**config.mk**
```make
export PLATFORM = sky130hd
export DESIGN_NAME = fixed_block_pool_allocator
export DESIGN_NICKNAME = d
export VERILOG_FILES = /design/src/rtl/core/fbpa_pkg.sv /design/src/rtl/core/fbpa_ctrl.sv /design/src/rtl/core/fbpa_dpath.sv /design/src/rtl/core/fixed_block_pool_allocator.sv
export SDC_FILE = /design/constraint.sdc
export NUM_CORES = 1
export LEC_CHECK = 0
export BUFFER_PORTS_ARGS = -buffer_cell sky130_fd_sc_hd__buf_4
export CAP_MARGIN = 20
export CORE_MARGIN = 2
export CORE_UTILIZATION = 60
export CTS_CLUSTER_SIZE = 24
export DETAILED_ROUTE_END_ITERATION = 16
export PLACE_DENSITY = 0.83
export SETUP_SLACK_MARGIN = 0.1
export SLEW_MARGIN = 20
export SYNTH_ARGS = -nofsm -noshare
export SYNTH_HDL_FRONTEND = slang
export SYNTH_SLANG_ARGS = --single-unit
```
**constraint.sdc**
```tcl
create_clock -name clk -period 3.77 [get_ports clk]
set_input_delay 0.377 -clock clk [delete_from_list [all_inputs] [get_ports clk]]
set_output_delay 0.377 -clock clk [all_outputs]
set_load 0.02 [all_outputs]
```
**src/rtl/core/fbpa_pkg.sv**
```systemverilog
// shared types, codes and defaults of the fixed block pool allocator
package fbpa_pkg;

	// default pool geometry
	localparam int unsigned DefBlockCount  = 16;
	localparam int unsigned DefBlockStride = 16;

	// request codes
	localparam logic FUNC_ALLOC = 1'b0;
	localparam logic FUNC_FREE  = 1'b1;

	// result status codes
	localparam logic [2:0] STATUS_OK        = 3'd0;
	localparam logic [2:0] STATUS_EXHAUSTED = 3'd1;
	localparam logic [2:0] STATUS_RANGE     = 3'd2;
	localparam logic [2:0] STATUS_ALIGN     = 3'd3;
	localparam logic [2:0] STATUS_NOT_ALLOC = 3'd4;

	// controller states
	typedef enum logic [2:0] {
		ST_IDLE,
		ST_ALLOC,
		ST_DIV,
		ST_CHECK,
		ST_FREE
	} state_t;

	// controller to datapath commands
	typedef struct packed {
		logic load;        // capture the free offset
		logic divide;      // offset to block index
		logic check;       // range, alignment, mark read
		logic alloc_done;  // pop head, load result
		logic free_done;   // push block, load result
	} cmd_t;

	// datapath to controller status
	typedef struct packed {
		logic out_free;    // result register can take a new result
	} stat_t;

endpackage

```
**src/rtl/core/fbpa_ctrl.sv**
```systemverilog
// request sequencer of the fixed block pool allocator
module fbpa_ctrl (
	input  logic                clk,
	input  logic                arst_n,
	input  logic                in_valid,
	input  logic                func,
	input  fbpa_pkg::stat_t     stat,
	output logic                in_ready,
	output fbpa_pkg::cmd_t      cmd
);

	fbpa_pkg::state_t state_q;
	fbpa_pkg::state_t state_d;

	always_ff @(posedge clk or negedge arst_n) begin
		if (!arst_n) begin
			state_q <= fbpa_pkg::ST_IDLE;
		end else begin
			state_q <= state_d;
		end
	end

	always_comb begin
		state_d  = state_q;
		in_ready = 1'b0;
		cmd      = '0;
		unique case (state_q)
			fbpa_pkg::ST_IDLE: begin
				in_ready = 1'b1;
				if (in_valid) begin
					cmd.load = 1'b1;
					state_d  = (func == fbpa_pkg::FUNC_FREE) ? fbpa_pkg::ST_DIV
					                                         : fbpa_pkg::ST_ALLOC;
				end
			end
			fbpa_pkg::ST_ALLOC: begin
				if (stat.out_free) begin
					cmd.alloc_done = 1'b1;
					state_d        = fbpa_pkg::ST_IDLE;
				end
			end
			fbpa_pkg::ST_DIV: begin
				cmd.divide = 1'b1;
				state_d    = fbpa_pkg::ST_CHECK;
			end
			fbpa_pkg::ST_CHECK: begin
				cmd.check = 1'b1;
				state_d   = fbpa_pkg::ST_FREE;
			end
			fbpa_pkg::ST_FREE: begin
				if (stat.out_free) begin
					cmd.free_done = 1'b1;
					state_d       = fbpa_pkg::ST_IDLE;
				end
			end
			default: begin
				state_d = fbpa_pkg::ST_IDLE;
			end
		endcase
	end

endmodule

```
**src/rtl/core/fbpa_dpath.sv**
```systemverilog
// link table, mark table, head and result register of the block pool
module fbpa_dpath #(
	parameter int unsigned BLOCK_COUNT  = fbpa_pkg::DefBlockCount,
	parameter int unsigned BLOCK_STRIDE = fbpa_pkg::DefBlockStride
) (
	input  logic               clk,
	input  logic               arst_n,
	input  fbpa_pkg::cmd_t     cmd,
	input  logic [15:0]        free_offset,
	input  logic               out_ready,
	output fbpa_pkg::stat_t    stat,
	output logic               out_valid,
	output logic [2:0]         status,
	output logic [15:0]        alloc_offset
);

	localparam int unsigned IdxW = (BLOCK_COUNT > 1) ? $clog2(BLOCK_COUNT) : 1;
	localparam int unsigned PtrW = $clog2(BLOCK_COUNT + 1);
	localparam int unsigned LastStart = (BLOCK_COUNT - 1) * BLOCK_STRIDE;
	// reciprocal of the stride, exact for any 16-bit offset
	localparam int unsigned RecipShift = 16 + $clog2(BLOCK_STRIDE);
	localparam logic [17:0] RecipMult =
		18'(((64'd1 << RecipShift) + 64'(BLOCK_STRIDE) - 64'd1) / 64'(BLOCK_STRIDE));

	logic [PtrW-1:0] link_mem [BLOCK_COUNT];
	logic            mark_mem [BLOCK_COUNT];

	logic [15:0]     offs_q;
	logic [PtrW-1:0] head_q;
	logic [PtrW-1:0] wmark_q;
	logic [PtrW-1:0] link_rd_q;
	logic            mark_rd_q;
	logic [15:0]     quo_s1;
	logic [IdxW-1:0] blk_s2;
	logic [2:0]      err_s2;
	logic            untouched_s2;
	logic            out_valid_q;
	logic [2:0]      status_q;
	logic [15:0]     alloc_offset_q;

	logic [33:0]     recip_prod;
	logic [33:0]     quo_full;
	logic [31:0]     back_prod;
	logic [31:0]     head_prod;
	logic            head_null;
	logic            head_fresh;
	logic [PtrW-1:0] head_next;
	logic            free_ok;
	logic [2:0]      free_status;

	assign recip_prod = 34'(offs_q) * 34'(RecipMult);
	assign quo_full   = recip_prod >> RecipShift;
	assign back_prod  = 32'(quo_s1) * 32'(BLOCK_STRIDE);
	assign head_prod  = 32'(head_q) * 32'(BLOCK_STRIDE);

	// blocks at or above the high-water mark still hold their reset chain
	assign head_null  = (head_q == PtrW'(BLOCK_COUNT));
	assign head_fresh = (head_q == wmark_q);
	assign head_next  = head_fresh ? PtrW'(head_q + 1'b1) : link_rd_q;

	assign free_ok     = (err_s2 == fbpa_pkg::STATUS_OK) && !untouched_s2 && mark_rd_q;
	assign free_status = (err_s2 != fbpa_pkg::STATUS_OK) ? err_s2 :
	                     free_ok ? fbpa_pkg::STATUS_OK : fbpa_pkg::STATUS_NOT_ALLOC;

	always_ff @(posedge clk) begin
		if (cmd.load) begin
			offs_q <= free_offset;
		end
		link_rd_q <= link_mem[head_q[IdxW-1:0]];
		if (cmd.divide) begin
			quo_s1 <= quo_full[15:0];
		end
		if (cmd.check) begin
			blk_s2       <= quo_s1[IdxW-1:0];
			untouched_s2 <= (quo_s1 >= 16'(wmark_q));
			mark_rd_q    <= mark_mem[quo_s1[IdxW-1:0]];
			if (32'(offs_q) > LastStart) begin
				err_s2 <= fbpa_pkg::STATUS_RANGE;
			end else if (back_prod != 32'(offs_q)) begin
				err_s2 <= fbpa_pkg::STATUS_ALIGN;
			end else begin
				err_s2 <= fbpa_pkg::STATUS_OK;
			end
		end
		if (cmd.alloc_done && !head_null) begin
			mark_mem[head_q[IdxW-1:0]] <= 1'b1;
		end
		if (cmd.free_done && free_ok) begin
			mark_mem[blk_s2] <= 1'b0;
			link_mem[blk_s2] <= head_q;
		end
		if (cmd.alloc_done) begin
			status_q       <= head_null ? fbpa_pkg::STATUS_EXHAUSTED : fbpa_pkg::STATUS_OK;
			alloc_offset_q <= head_null ? 16'd0 : head_prod[15:0];
		end else if (cmd.free_done) begin
			status_q       <= free_status;
			alloc_offset_q <= 16'd0;
		end
	end

	always_ff @(posedge clk or negedge arst_n) begin
		if (!arst_n) begin
			head_q      <= '0;
			wmark_q     <= '0;
			out_valid_q <= 1'b0;
		end else begin
			if (cmd.alloc_done && !head_null) begin
				head_q <= head_next;
				if (head_fresh) begin
					wmark_q <= PtrW'(wmark_q + 1'b1);
				end
			end else if (cmd.free_done && free_ok) begin
				head_q <= PtrW'(blk_s2);
			end
			if (cmd.alloc_done || cmd.free_done) begin
				out_valid_q <= 1'b1;
			end else if (out_ready) begin
				out_valid_q <= 1'b0;
			end
		end
	end

	assign stat.out_free = !out_valid_q || out_ready;
	assign out_valid     = out_valid_q;
	assign status        = status_q;
	assign alloc_offset  = alloc_offset_q;

endmodule

```
**src/rtl/core/fixed_block_pool_allocator.sv**
```systemverilog
// top level of the fixed block pool allocator
//
//  channel | direction | handshake            | payload
//  --------+-----------+----------------------+---------------------------
//  request | in        | in_valid / in_ready   | func, free_offset
//  result  | out       | out_valid / out_ready | status, alloc_offset
//
// in an allocate the link table read at the head is registered at the request
// transfer; the pop and the result load follow once the result register is free
// a free runs a reciprocal multiply to a block index, a back multiply for the
// alignment check plus the registered mark table read, then the push
// no clearing pass after reset: a high-water counter marks blocks still in
// their reset chain, so requests are taken from the first cycle out of reset
// a result waiting in the output register does not stop the next request;
// only a second result finding the register still full stalls the sequencer
module fixed_block_pool_allocator #(
	parameter int unsigned BLOCK_COUNT  = fbpa_pkg::DefBlockCount,
	parameter int unsigned BLOCK_STRIDE = fbpa_pkg::DefBlockStride
) (
	input  logic        clk,
	input  logic        arst_n,
	input  logic        in_valid,
	output logic        in_ready,
	input  logic        func,
	input  logic [15:0] free_offset,
	output logic        out_valid,
	input  logic        out_ready,
	output logic [2:0]  status,
	output logic [15:0] alloc_offset
);

	fbpa_pkg::cmd_t  cmd;
	fbpa_pkg::stat_t stat;

	// sequencer: one request at a time, branches on the request code
	fbpa_ctrl u_ctrl (
		.clk      (clk),
		.arst_n   (arst_n),
		.in_valid (in_valid),
		.func     (func),
		.stat     (stat),
		.in_ready (in_ready),
		.cmd      (cmd)
	);

	// free list storage, offset checks and the result register
	fbpa_dpath #(
		.BLOCK_COUNT  (BLOCK_COUNT),
		.BLOCK_STRIDE (BLOCK_STRIDE)
	) u_dpath (
		.clk          (clk),
		.arst_n       (arst_n),
		.cmd          (cmd),
		.free_offset  (free_offset),
		.out_ready    (out_ready),
		.stat         (stat),
		.out_valid    (out_valid),
		.status       (status),
		.alloc_offset (alloc_offset)
	);

	// only one kind of commit per cycle
	a_one_commit: assert property (@(posedge clk) disable iff (!arst_n)
		!(cmd.alloc_done && cmd.free_done))
		else $error("allocate and free commit in the same cycle");

	// a commit never overwrites a result that has not been transferred
	a_no_overwrite: assert property (@(posedge clk) disable iff (!arst_n)
		(cmd.alloc_done || cmd.free_done) |-> (!out_valid || out_ready))
		else $error("result register overwritten before transfer");

	// a result only appears after a commit
	a_result_source: assert property (@(posedge clk) disable iff (!arst_n)
		$rose(out_valid) |-> $past(cmd.alloc_done || cmd.free_done))
		else $error("result appeared without a commit");

	// no request transfer while a free is being checked
	a_busy_no_accept: assert property (@(posedge clk) disable iff (!arst_n)
		(cmd.divide || cmd.check) |-> !in_ready)
		else $error("request taken while a free is in progress");

endmodule

```
==> results of run 1 <==
metal layers:
metal	GRT usage [%]	share of wire (%)	routed length, µm
met1	30.4	43	5060
met2	34.2	50	5970
met3	4.98	6.0	716
met4	6.69	1.1	134
met5	0	0	0
registers in the layout, summed over array words and instances, names as in the netlist:
register and cells:
u_dpath.blk_s2 4, u_dpath.mark_rd_q 1, u_dpath.link_rd_q 5, u_dpath.link_mem 80
u_dpath.status 3, u_dpath.untouched_s2 1, u_ctrl.state_q 3, u_dpath.err_s2 2
u_dpath.alloc_offset 5, u_dpath.out_valid 1, u_dpath.head_q 5, u_dpath.quo_s1 12
u_dpath.offs_q 16, u_dpath.wmark_q 5, u_dpath.mark_mem 16
where the power goes:
part | switching, W | leakage, nW | internal (W)
clock network | 0.000721 | 0.264 | 0.000831
logic | 0.000739 | 0.850 | 0.000607
registers | 0.000248 | 1.48 | 0.00232
metrics by stage:
step                setup slack (ns)  power [W]
global route                   0.810    0.00573
detailed placement              1.05    0.00394
floorplan                      0.958    0.00354
finish                         0.984    0.00547
global placement                1.13    0.00389
CTS                             1.01    0.00549
worst max path at each step:
stage | slack, ns | end | depth (start not counted) | startpoint
5_1_grt | 0.81 | u_dpath.mark_mem[7]$_DFFE_PP_ | 5 | u_dpath.head_q[2]$_DFFE_PN0P_
2_1_floorplan | 0.96 | u_dpath.mark_mem[3]$_DFFE_PP_ | 10 | u_dpath.head_q[1]$_DFFE_PN0P_
4_1_cts | 1.01 | u_dpath.link_mem[0][2]$_DFFE_PP_ | 5 | u_ctrl.state_q[2]$_DFFE_PN0P_
6_report | 0.98 | u_dpath.mark_mem[3]$_DFFE_PP_ | 5 | u_dpath.head_q[2]$_DFFE_PN0P_
3_5_place_dp | 1.05 | u_dpath.mark_mem[7]$_DFFE_PP_ | 5 | u_dpath.head_q[2]$_DFFE_PN0P_
3_3_place_gp | 1.13 | u_dpath.mark_mem[3]$_DFFE_PP_ | 5 | u_dpath.head_q[2]$_DFFE_PN0P_
repair_timing:
action | 4_1_cts | 5_1_grt
setup endpoints to repair | 0 | 0
endpoints found under the hold margin | 14 | 0
resized for setup | 0 | 0
hold buffers | 1 | 0
cell type report:
class	count	area (µm²)	share of cell area, %
flip-flops and latches	159	4660	61.5
multi-input cells	208	1880	24.8
clock buffers	17	414	5.47
inverters	13	48.8	0.645
repair buffers	36	273	3.60
well taps	140	175	2.31
clock inverters	15	126	1.67
cells in the mapped netlist, drive strengths merged, types with 5 or more instances:
master / number / area share [%]
buf: 23 / 2.2
xor2: 10 / 1.3
nand3: 7 / 0.52
ha: 8 / 1.5
mux4: 30 / 10
a21oi: 5 / 0.37
edfxtp: 140 / 63
dfxtp: 5 / 1.5
nor3: 8 / 0.67
nor2: 36 / 2.0
nor4: 8 / 0.97
nand2: 10 / 0.56
xnor2: 14 / 1.8
inv: 13 / 0.73
nand2b: 7 / 0.69
clkbuf: 6 / 0.34
mux2i: 7 / 1.0
dfrtp: 14 / 5.2
critical path: cells and delay by family (launching register included):
kind | cells | cell delay, ns
simple gates | 4 | 1.22
compound gates | 1 | 0.24
flops | 1 | 1.04
cells by family (layout without fill, tap and decap cells):
family | Yosys count | after routing | synth area share (%)
DFF | 159 | 159 | 69.3
and+or+nand+nor | 100 | 100 | 8.22
buffers and inverters | 42 | 81 | 3.28
muxes | 40 | 40 | 11.6
AOI/OAI and AO/OA | 25 | 25 | 2.87
xor gates and xnor gates | 24 | 24 | 3.13
adders and majority gates | 8 | 8 | 1.49
other | 1 | 11 | 0.0559
==> results.cfg, run 1 <==
[status]
outcome = complete, no violations

[setup_path]
worstPathArrival_ns = 3.02
critPathLaunchType = register
r2r-end = u_dpath.mark_mem[3]$_DFFE_PP_
reg2reg_slack_ns = 0.98
cp_slowest_stage_delay_ns = 1.04
crit_chain = nor4bb_2, or4_1, o22ai_2, nand2_1, nor2_1
end_kind = register
worstPathMaxFanout = 31
worstSetupPathType = reg -> reg
reg2regPathDepth = 5
r2r_start = u_dpath.head_q[2]$_DFFE_PN0P_
crit_slowest_cell = dfrtp_1
crit_required_ns = 4.00

[floorplan]
dieArea_mm2 = 0.0120
start_util_pct = 61.7
die_width_um = 110
dieHeight_um = 110
rows = 38
core_mm2 = 0.0109
io_pins = 42

[global_route]
grt_pass1_vias = 3520
grt_overflow = 0
antenna_found_initial = 0
grt.total_usage_pct = 21.7
grt_max_degree = 42
grt_pass1_wl_mm = 18.7

[cells_and_area]
post-route-cell-area_mm2 = 0.00757
syn2layout_area_growth_pct = 12.7
instances_no_fill = 588
num-fill-cells = 661
final_util_pct = 69.5
diodes = 0
layout_common_cells = edfxtp_1 (140), nor2_1 (36), buf_4 (35)
drive_gt1_share_pct = 24.3
nets = 464
final_common_cell = edfxtp_1

[routing]
ant_nets = 0
num_vias = 3539
routed_wl_mm = 11.9
firstDrtPassIters = 6
wl_per_cell_um = 20.2
remaining_drc_errors = 0
viasPerCell = 6.02
drt-initial-drc-count = 400

[synthesis]
syn_inst = 399
synth_area_mm2 = 0.00671
synth_cell_type_count = 52
async_flop_share_pct = 8.81
synth-seq-cells = 159
synth_flop_cell = edfxtp_1
ys_warn_count = 0
ys_seq_area_share_pct = 69.3
synth_area_per_cell_um2 = 16.8
synth_edf_count = 140

[worst_hold_path]
hold_depth = 1
hold_path.class = in -> reg
hold_start = free_offset[1]
min_to = u_dpath.offs_q[1]$_DFFE_PP_

[sta]
worstMarginPinSlew_ns = 1.05
finalSetupTns_ns = 0
min_period_ns = 2.79
rsz0062_at_grt = false
holdWs_ns = 0.0325
setup_viol = 0
fmax_mhz = 359
finalCritPeriodShare_pct = 73.9
final-hold-violation-count = 0
relSlewSlack_pct = 29.8
final_max_slew_viol_count = 0
clock_skew_ns = 0.00664

[clocking]
cts_root_buffer = clkbuf_8
cts_tree = yes
clk_pin_slew_ns = 0.07
cts_buffer_depth = 2
cts_buffers = 17
postCtsSetupBuffers = 0
cts_max_level = 4
cts_sinks = 159
clk_latency_ns = 0.52

[power]
p_leak_nw = 2.59
power-per-cell-area_mw_per_mm2 = 722
ir_worst_vdd_mv = 0.837

[placement]
placed_cell_area_mm2 = 0.00702
gp_congestion = 0.820
place.detailed.hpwl_mm = 7.79
place_inst = 555
io_buffers = 30

[flow_run]
maxCapViolCount = 0
(Power assumes the default switching activity.)
==> run 2, diff against run 1 <==
==> constraint.sdc (replaced) <==
create_clock -name clk -period 2.6 [get_ports clk]
set_input_delay 0.26 -clock clk [delete_from_list [all_inputs] [get_ports clk]]
set_output_delay 0.26 -clock clk [all_outputs]
set_load 0.02 [all_outputs]
==> run 2 against run 1 <==
Effect of this change: power increased by 44%; sequential cell count unchanged; clock-buffer cell count unchanged; clock power increased by 37%; via count increased by 3.7%; maximum frequency increased by 18%; utilization increased by 1.8 points; combinational power increased by 58%; largest cell class unchanged.
==> results.cfg, run 2 (synthesis results as in run 1) <==
[power]
total_power_w = 0.00789
p_leak_nw = 2.67
p_seq_share_pct = 46.1
p_sw_w = 0.00243
switching_share_pct = 30.8
power-per-cell-area_mw_per_mm2 = 1020
share_comb_of_total_power_pct = 27.0
power.internal_w = 0.00546
ir_worst_vdd_mv = 0.692
p_clk_share_pct = 26.9

[routing]
routed_wl_mm = 12.9
remaining_drc_errors = 0
wl_per_cell_um = 21.0
drt-initial-drc-count = 344
viasPerCell = 6.00
ant_nets = 0
num_vias = 3671
firstDrtPassIters = 5

[global_route]
grt_overflow = 0
grtUsageMet1_pct = 32.2
grt.total_usage_pct = 23.3
grt_busiest_layer = met2
grt_pass1_wl_mm = 20.3
grt_use_met2_pct = 37.0
grt_pass1_vias = 3773
grtUsageMet3_pct = 5.57
grt_max_degree = 42
antenna_found_initial = 0

[setup_path]
crit_required_ns = 2.83
reg2reg_slack_ns = 0.24
worstPathMaxFanout = 8
worstPathArrival_ns = 2.59
crit_chain = nand2b_2, nor3_2, and2_1, a2bb2o_1, nor2_1
end_kind = register
cp_slowest_stage_delay_ns = 0.54
critPathLaunchType = register
crit_slowest_cell = nor3_2
worstSetupPathType = reg -> reg

[cells_and_area]
drive_gt1_share_pct = 24.8
top_register = u_dpath.link_mem
largest_reg_flops = 80
nets = 488
diodes = 0
num-fill-cells = 622
reg.largest.list = u_dpath.link_mem: 80 flops, u_dpath.mark_mem: 16 flops, u_dpath.offs_q: 16 flops
syn2layout_area_growth_pct = 15.6
final_common_cell = edfxtp_1
layout_common_cells = edfxtp_1 (140), buf_4 (43), nor2_1 (36)

[clocking]
cts_buffers = 17
cts_max_level = 4
cts-resized-gates = 0
clk_latency_ns = 0.52
clk_pin_slew_ns = 0.06
cts_buffer_depth = 2
postCtsSetupBuffers = 0
cts_tree = yes
cts_sinks = 159
cts_root_buffer = clkbuf_8

[sta]
min_period_ns = 2.36
clock_skew_ns = 0.00820
fmax_mhz = 423
relSlewSlack_pct = 53.5
final-hold-violation-count = 0
rsz0062_at_grt = false
finalCritPeriodShare_pct = 90.9
setup_viol = 0
final_max_slew_viol_count = 0
finalSetupTns_ns = 0
worstMarginPinSlew_ns = 0.696
holdWs_ns = 0.0434

[floorplan]
start_util_pct = 61.7
dieArea_mm2 = 0.0120
core_mm2 = 0.0109
dieHeight_um = 110
rows = 38
die_width_um = 110
io_pins = 42

[worst_hold_path]
hold_path.class = in -> reg

[placement]
place.detailed.hpwl_mm = 8.23
gp_congestion = 0.886
io_buffers = 30

[flow_run]
maxCapViolCount = 0

[status]
outcome = complete, no violations
==> run 2: repair_timing <==
action                                  4_1_cts  5_1_grt
hold buffers                                 17        0
endpoints found under the hold margin        30        0
endpoints found under the setup margin        0        0
==> run 2: through the flow <==
step / setup WS, ns / cell area (µm²) / util (%) / std cells
after floorplan: 0.113 / 6790 / - / 409
after global placement: 0.334 / 7080 / 65.0 / 563
after detailed placement: 0.270 / 7080 / 65.0 / 563
after CTS: 0.254 / 7760 / 71.3 / 612
after global routing: 0.101 / 7760 / 71.3 / 612
final: 0.238 / 7760 / 71.3 / 612
==> run 2: worst paths after layout <==
path                                          startpoint  cells past startpoint                             end
setup / recovery           u_ctrl.state_q[1]$_DFFE_PN0P_                      5  u_dpath.mark_mem[11]$_DFFE_PP_
hold / removal                                      func                      3   u_ctrl.state_q[1]$_DFFE_PN0P_
setup reg to reg           u_ctrl.state_q[1]$_DFFE_PN0P_                      5  u_dpath.mark_mem[11]$_DFFE_PP_
hold reg to reg             u_dpath.offs_q[14]$_DFFE_PP_                      0    u_dpath.quo_s1[10]$_DFFE_PP_
max in group asynchronous                         arst_n                      2   u_dpath.head_q[0]$_DFFE_PN0P_
min in group asynchronous                         arst_n                      2  u_dpath.wmark_q[0]$_DFFE_PN0P_
==> run 2: per-layer routing <==
metal / up-vias / share of wire [%]
li1: 1636 / -
met1: 1881 / 43
met2: 135 / 51
met3: 19 / 5.2
met4: 0 / 1.5
met5: - / 0
==> run 2: worst max-delay path, delay by kind of cell, from the launching register on <==
kind	cells	cell delay (ns)
flip-flops	1	0.45
AND/OR/NAND/NOR	4	1.25
AO/OA/AOI/OAI	1	0.36
==> run 2: area by class of cell <==
class                           count  area [µm²]  area share (%)
Clock buffer                       17         414            5.34
Inverter                           13        48.8           0.629
Sequential cell                   159        4660            60.0
Timing Repair Buffer               60         493            6.35
Multi-Input combinational cell    208        1880            24.2
Clock inverter                     15        98.8            1.27
Tap cell                          140         175            2.26
==> run 2: power by group through the flow <==
| stage | clock network [W] | registers (W) | logic [W] |
|---|---|---|---|
| floorplan | 0 | 0.00373 | 0.00147 |
| global placement | 0 | 0.00366 | 0.00204 |
| detailed placement | 0 | 0.00368 | 0.00211 |
| CTS | 0.00214 | 0.00363 | 0.00214 |
| global route | 0.00224 | 0.00367 | 0.00232 |
| finish | 0.00212 | 0.00364 | 0.00213 |
==> run 3, diff against run 2 <==
--- a/config.mk
+++ b/config.mk
@@ -8,12 +8,13 @@
 export BUFFER_PORTS_ARGS = -buffer_cell sky130_fd_sc_hd__buf_4
 export CAP_MARGIN = 20
 export CORE_MARGIN = 2
-export CORE_UTILIZATION = 60
+export CORE_UTILIZATION = 30
 export CTS_CLUSTER_SIZE = 24
 export DETAILED_ROUTE_END_ITERATION = 16
-export PLACE_DENSITY = 0.83
+export PLACE_DENSITY = 0.49
 export SETUP_SLACK_MARGIN = 0.1
 export SLEW_MARGIN = 20
 export SYNTH_ARGS = -nofsm -noshare
 export SYNTH_HDL_FRONTEND = slang
+export SYNTH_HIERARCHICAL = 1
 export SYNTH_SLANG_ARGS = --single-unit
==> run 3 against run 2 <==
Effect of this change: critical path depth increased by 1; synthesized area decreased by 1.6%; die area increased by 93%; via count decreased by 1.0%; critical endpoint is now u_dpath/link_mem[12][4]$_DFFE_PP_.
==> results.cfg, run 3 <==
[status]
outcome = complete, no violations

[cells_and_area]
diodes = 0
reg.largest.list = u_dpath/link_mem: 80 flops, u_dpath/mark_mem: 16 flops, u_dpath/offs_q: 16 flops
drive_gt1_share_pct = 22.3
largest_reg_flops = 80
instances_no_fill = 764
final_common_cell = edfxtp_1
post-route-cell-area_mm2 = 0.00797
top_register = u_dpath/link_mem
nets = 502
layout_common_cells = edfxtp_1 (124), buf_4 (54), nor2_1 (36)
syn2layout_area_growth_pct = 20.7

[synthesis]
ys_seq_area_share_pct = 68.1
synth_most_common_cell = edfxtp_1
synthTopCellsByCount = edfxtp_1 (124), nor2_1 (37), dfxtp_1 (21), a31oi_1 (17), mux4_1 (17)
synth_area_mm2 = 0.00660
yosys.area.top_type = edfxtp_1
ys_warn_count = 6
synth_top_area_share_pct = 56.4
synthTopCellsByArea = edfxtp_1 (56%), mux4_1 (6.8%), dfxtp_1 (6.4%)
synth_edf_count = 124
synth-seq-cells = 159
async_flop_share_pct = 8.81
synth_area_per_cell_um2 = 16.7
syn_inst = 396
synth_cell_type_count = 48
synth_flop_cell = edfxtp_1

[power]
power.internal_w = 0.00590
switching_share_pct = 32.1
power-per-cell-area_mw_per_mm2 = 1090
total_power_w = 0.00868
p_sw_w = 0.00279
share_comb_of_total_power_pct = 29.1
p_seq_share_pct = 43.9
p_clk_share_pct = 27.0
ir_worst_vdd_mv = 0.497
p_leak_nw = 2.83

[setup_path]
cp-startpoint = u_ctrl/state_q[2]$_DFFE_PN0P_
reg2reg_slack_ns = 0.40
critPathLaunchType = register
end_kind = register
worstPathMaxFanout = 7
r2r-end = u_dpath/link_mem[12][4]$_DFFE_PP_
r2r_start = u_ctrl/state_q[2]$_DFFE_PN0P_
worstPathArrival_ns = 2.33
endpoint = u_dpath/link_mem[12][4]$_DFFE_PP_
reg2regPathDepth = 6
crit_required_ns = 2.73
worstSetupPathType = reg -> reg

[placement]
io_buffers = 30
placed_cell_area_mm2 = 0.00723
place_inst = 715
pre_cts_ws_ns = 0.300
place.detailed.hpwl_mm = 9.19
gp_congestion = 0.807

[sta]
relSlewSlack_pct = 49.6
setup_viol = 0
final-hold-violation-count = 0
min_period_ns = 2.20
setup_slack_ns = 0.399
final_max_slew_viol_count = 0
finalCritPeriodShare_pct = 84.7
rsz0062_at_grt = false
fmax_mhz = 454
worstMarginPinSlew_ns = 0.755
finalSetupTns_ns = 0
clock_skew_ns = 0.0112

[global_route]
grt.total_usage_pct = 12.3
antenna_found_initial = 0
grt_overflow = 0
grt_max_degree = 30
grt_pass1_wl_mm = 21.7
grt_pass1_vias = 3740

[floorplan]
rows = 54
core_mm2 = 0.0217
dieArea_mm2 = 0.0232
io_pins = 42
dieHeight_um = 152
die_width_um = 152
start_util_pct = 30.4

[clocking]
cts_tree = yes
postCtsSetupBuffers = 0
cts_buffer_depth = 2
cts_buffers = 17
clk_latency_ns = 0.43
clk_pin_slew_ns = 0.07
cts_sinks = 159
cts_max_level = 4
cts_root_buffer = clkbuf_16

[routing]
num_vias = 3634
ant_nets = 0
wl_per_cell_um = 17.7
viasPerCell = 4.76
firstDrtPassIters = 4
routed_wl_mm = 13.5
remaining_drc_errors = 0
drt-initial-drc-count = 154

[worst_hold_path]
hold_path.class = in -> reg

[flow_run]
maxCapViolCount = 0
-- run 3: cells by family after synthesis --
group / after synthesis / share of synthesized area, %
other: 1 / 0.0568
buffers and inverters: 34 / 3.18
AOI/OAI and AO/OA: 30 / 3.05
xor gates and xnor gates: 23 / 3.05
adders and majority gates: 10 / 1.89
muxes: 39 / 12.6
DFF: 159 / 68.1
and+or+nand+nor: 100 / 8.11
-- run 3: how the worst min path moves through the flow --
stage,to,slack [ns],from,depth (start not counted)
CTS,u_ctrl/state_q[0]$_DFFE_PN0P_,0.1,func,3
global route,u_ctrl/state_q[0]$_DFFE_PN0P_,0.11,func,3
finish,u_ctrl/state_q[0]$_DFFE_PN0P_,0.12,func,3
global placement,u_dpath/out_valid$_DFFE_PN0P_,0.12,arst_n,1
floorplan,u_ctrl/state_q[0]$_DFFE_PN0P_,-0.04,arst_n,0
detailed placement,u_dpath/out_valid$_DFFE_PN0P_,0.13,arst_n,1
-- run 3: per-stage QoR --
step / hold WS (ns) / utilization, %
after floorplan: -0.0356 / -
after global placement: 0.124 / 33.3
after detailed placement: 0.129 / 33.3
after CTS: 0.0957 / 36.7
after global routing: 0.109 / 36.8
final: 0.118 / 36.8
-- run 3: final cells by class --
| type | count | area [µm²] |
|---|---|---|
| multi-input cells | 213 | 1960 |
| fillers | 2023 | 13700 |
| clock buffers | 17 | 425 |
| inverters | 9 | 33.8 |
| clock inverters | 15 | 135 |
| well taps | 280 | 350 |
| repair buffers | 71 | 576 |
| flip-flops and latches | 159 | 4490 |
-- run 3: timing repair --
action,4_1_cts,5_1_grt
endpoints found under the setup margin,0,6
endpoints found under the hold margin,30,0
hold buffers,17,0
resized for setup,0,2
-- run 3: power groups by stage --
stage / logic [W] / clock network, W / registers (W)
finish: 0.00252 / 0.00235 / 0.00381
global route: 0.00277 / 0.00253 / 0.00388
CTS: 0.00257 / 0.00240 / 0.00382
detailed placement: 0.00254 / 0 / 0.00387
global placement: 0.00251 / 0 / 0.00386
floorplan: 0.00159 / 0 / 0.00395
-- run 3: worst max-delay path, cell delays in order (launching register included) --
cell	delay [ns]
dfrtp_1	0.48
nand2b_1	0.11
nor3b_1	0.23
and3_1	0.29
or3b_1	0.48
nor2_1	0.15
buf_4	0.17
-- run 3: layer usage --
metal  vias up  global-route usage (%)  part of all wire (%)
li1       1675                       -                     -
met1      1875                    17.2                    49
met2        62                    18.8                    47
met3        22                    2.70                   2.6
met4         0                    4.67                   1.8
met5         -                       0                     0
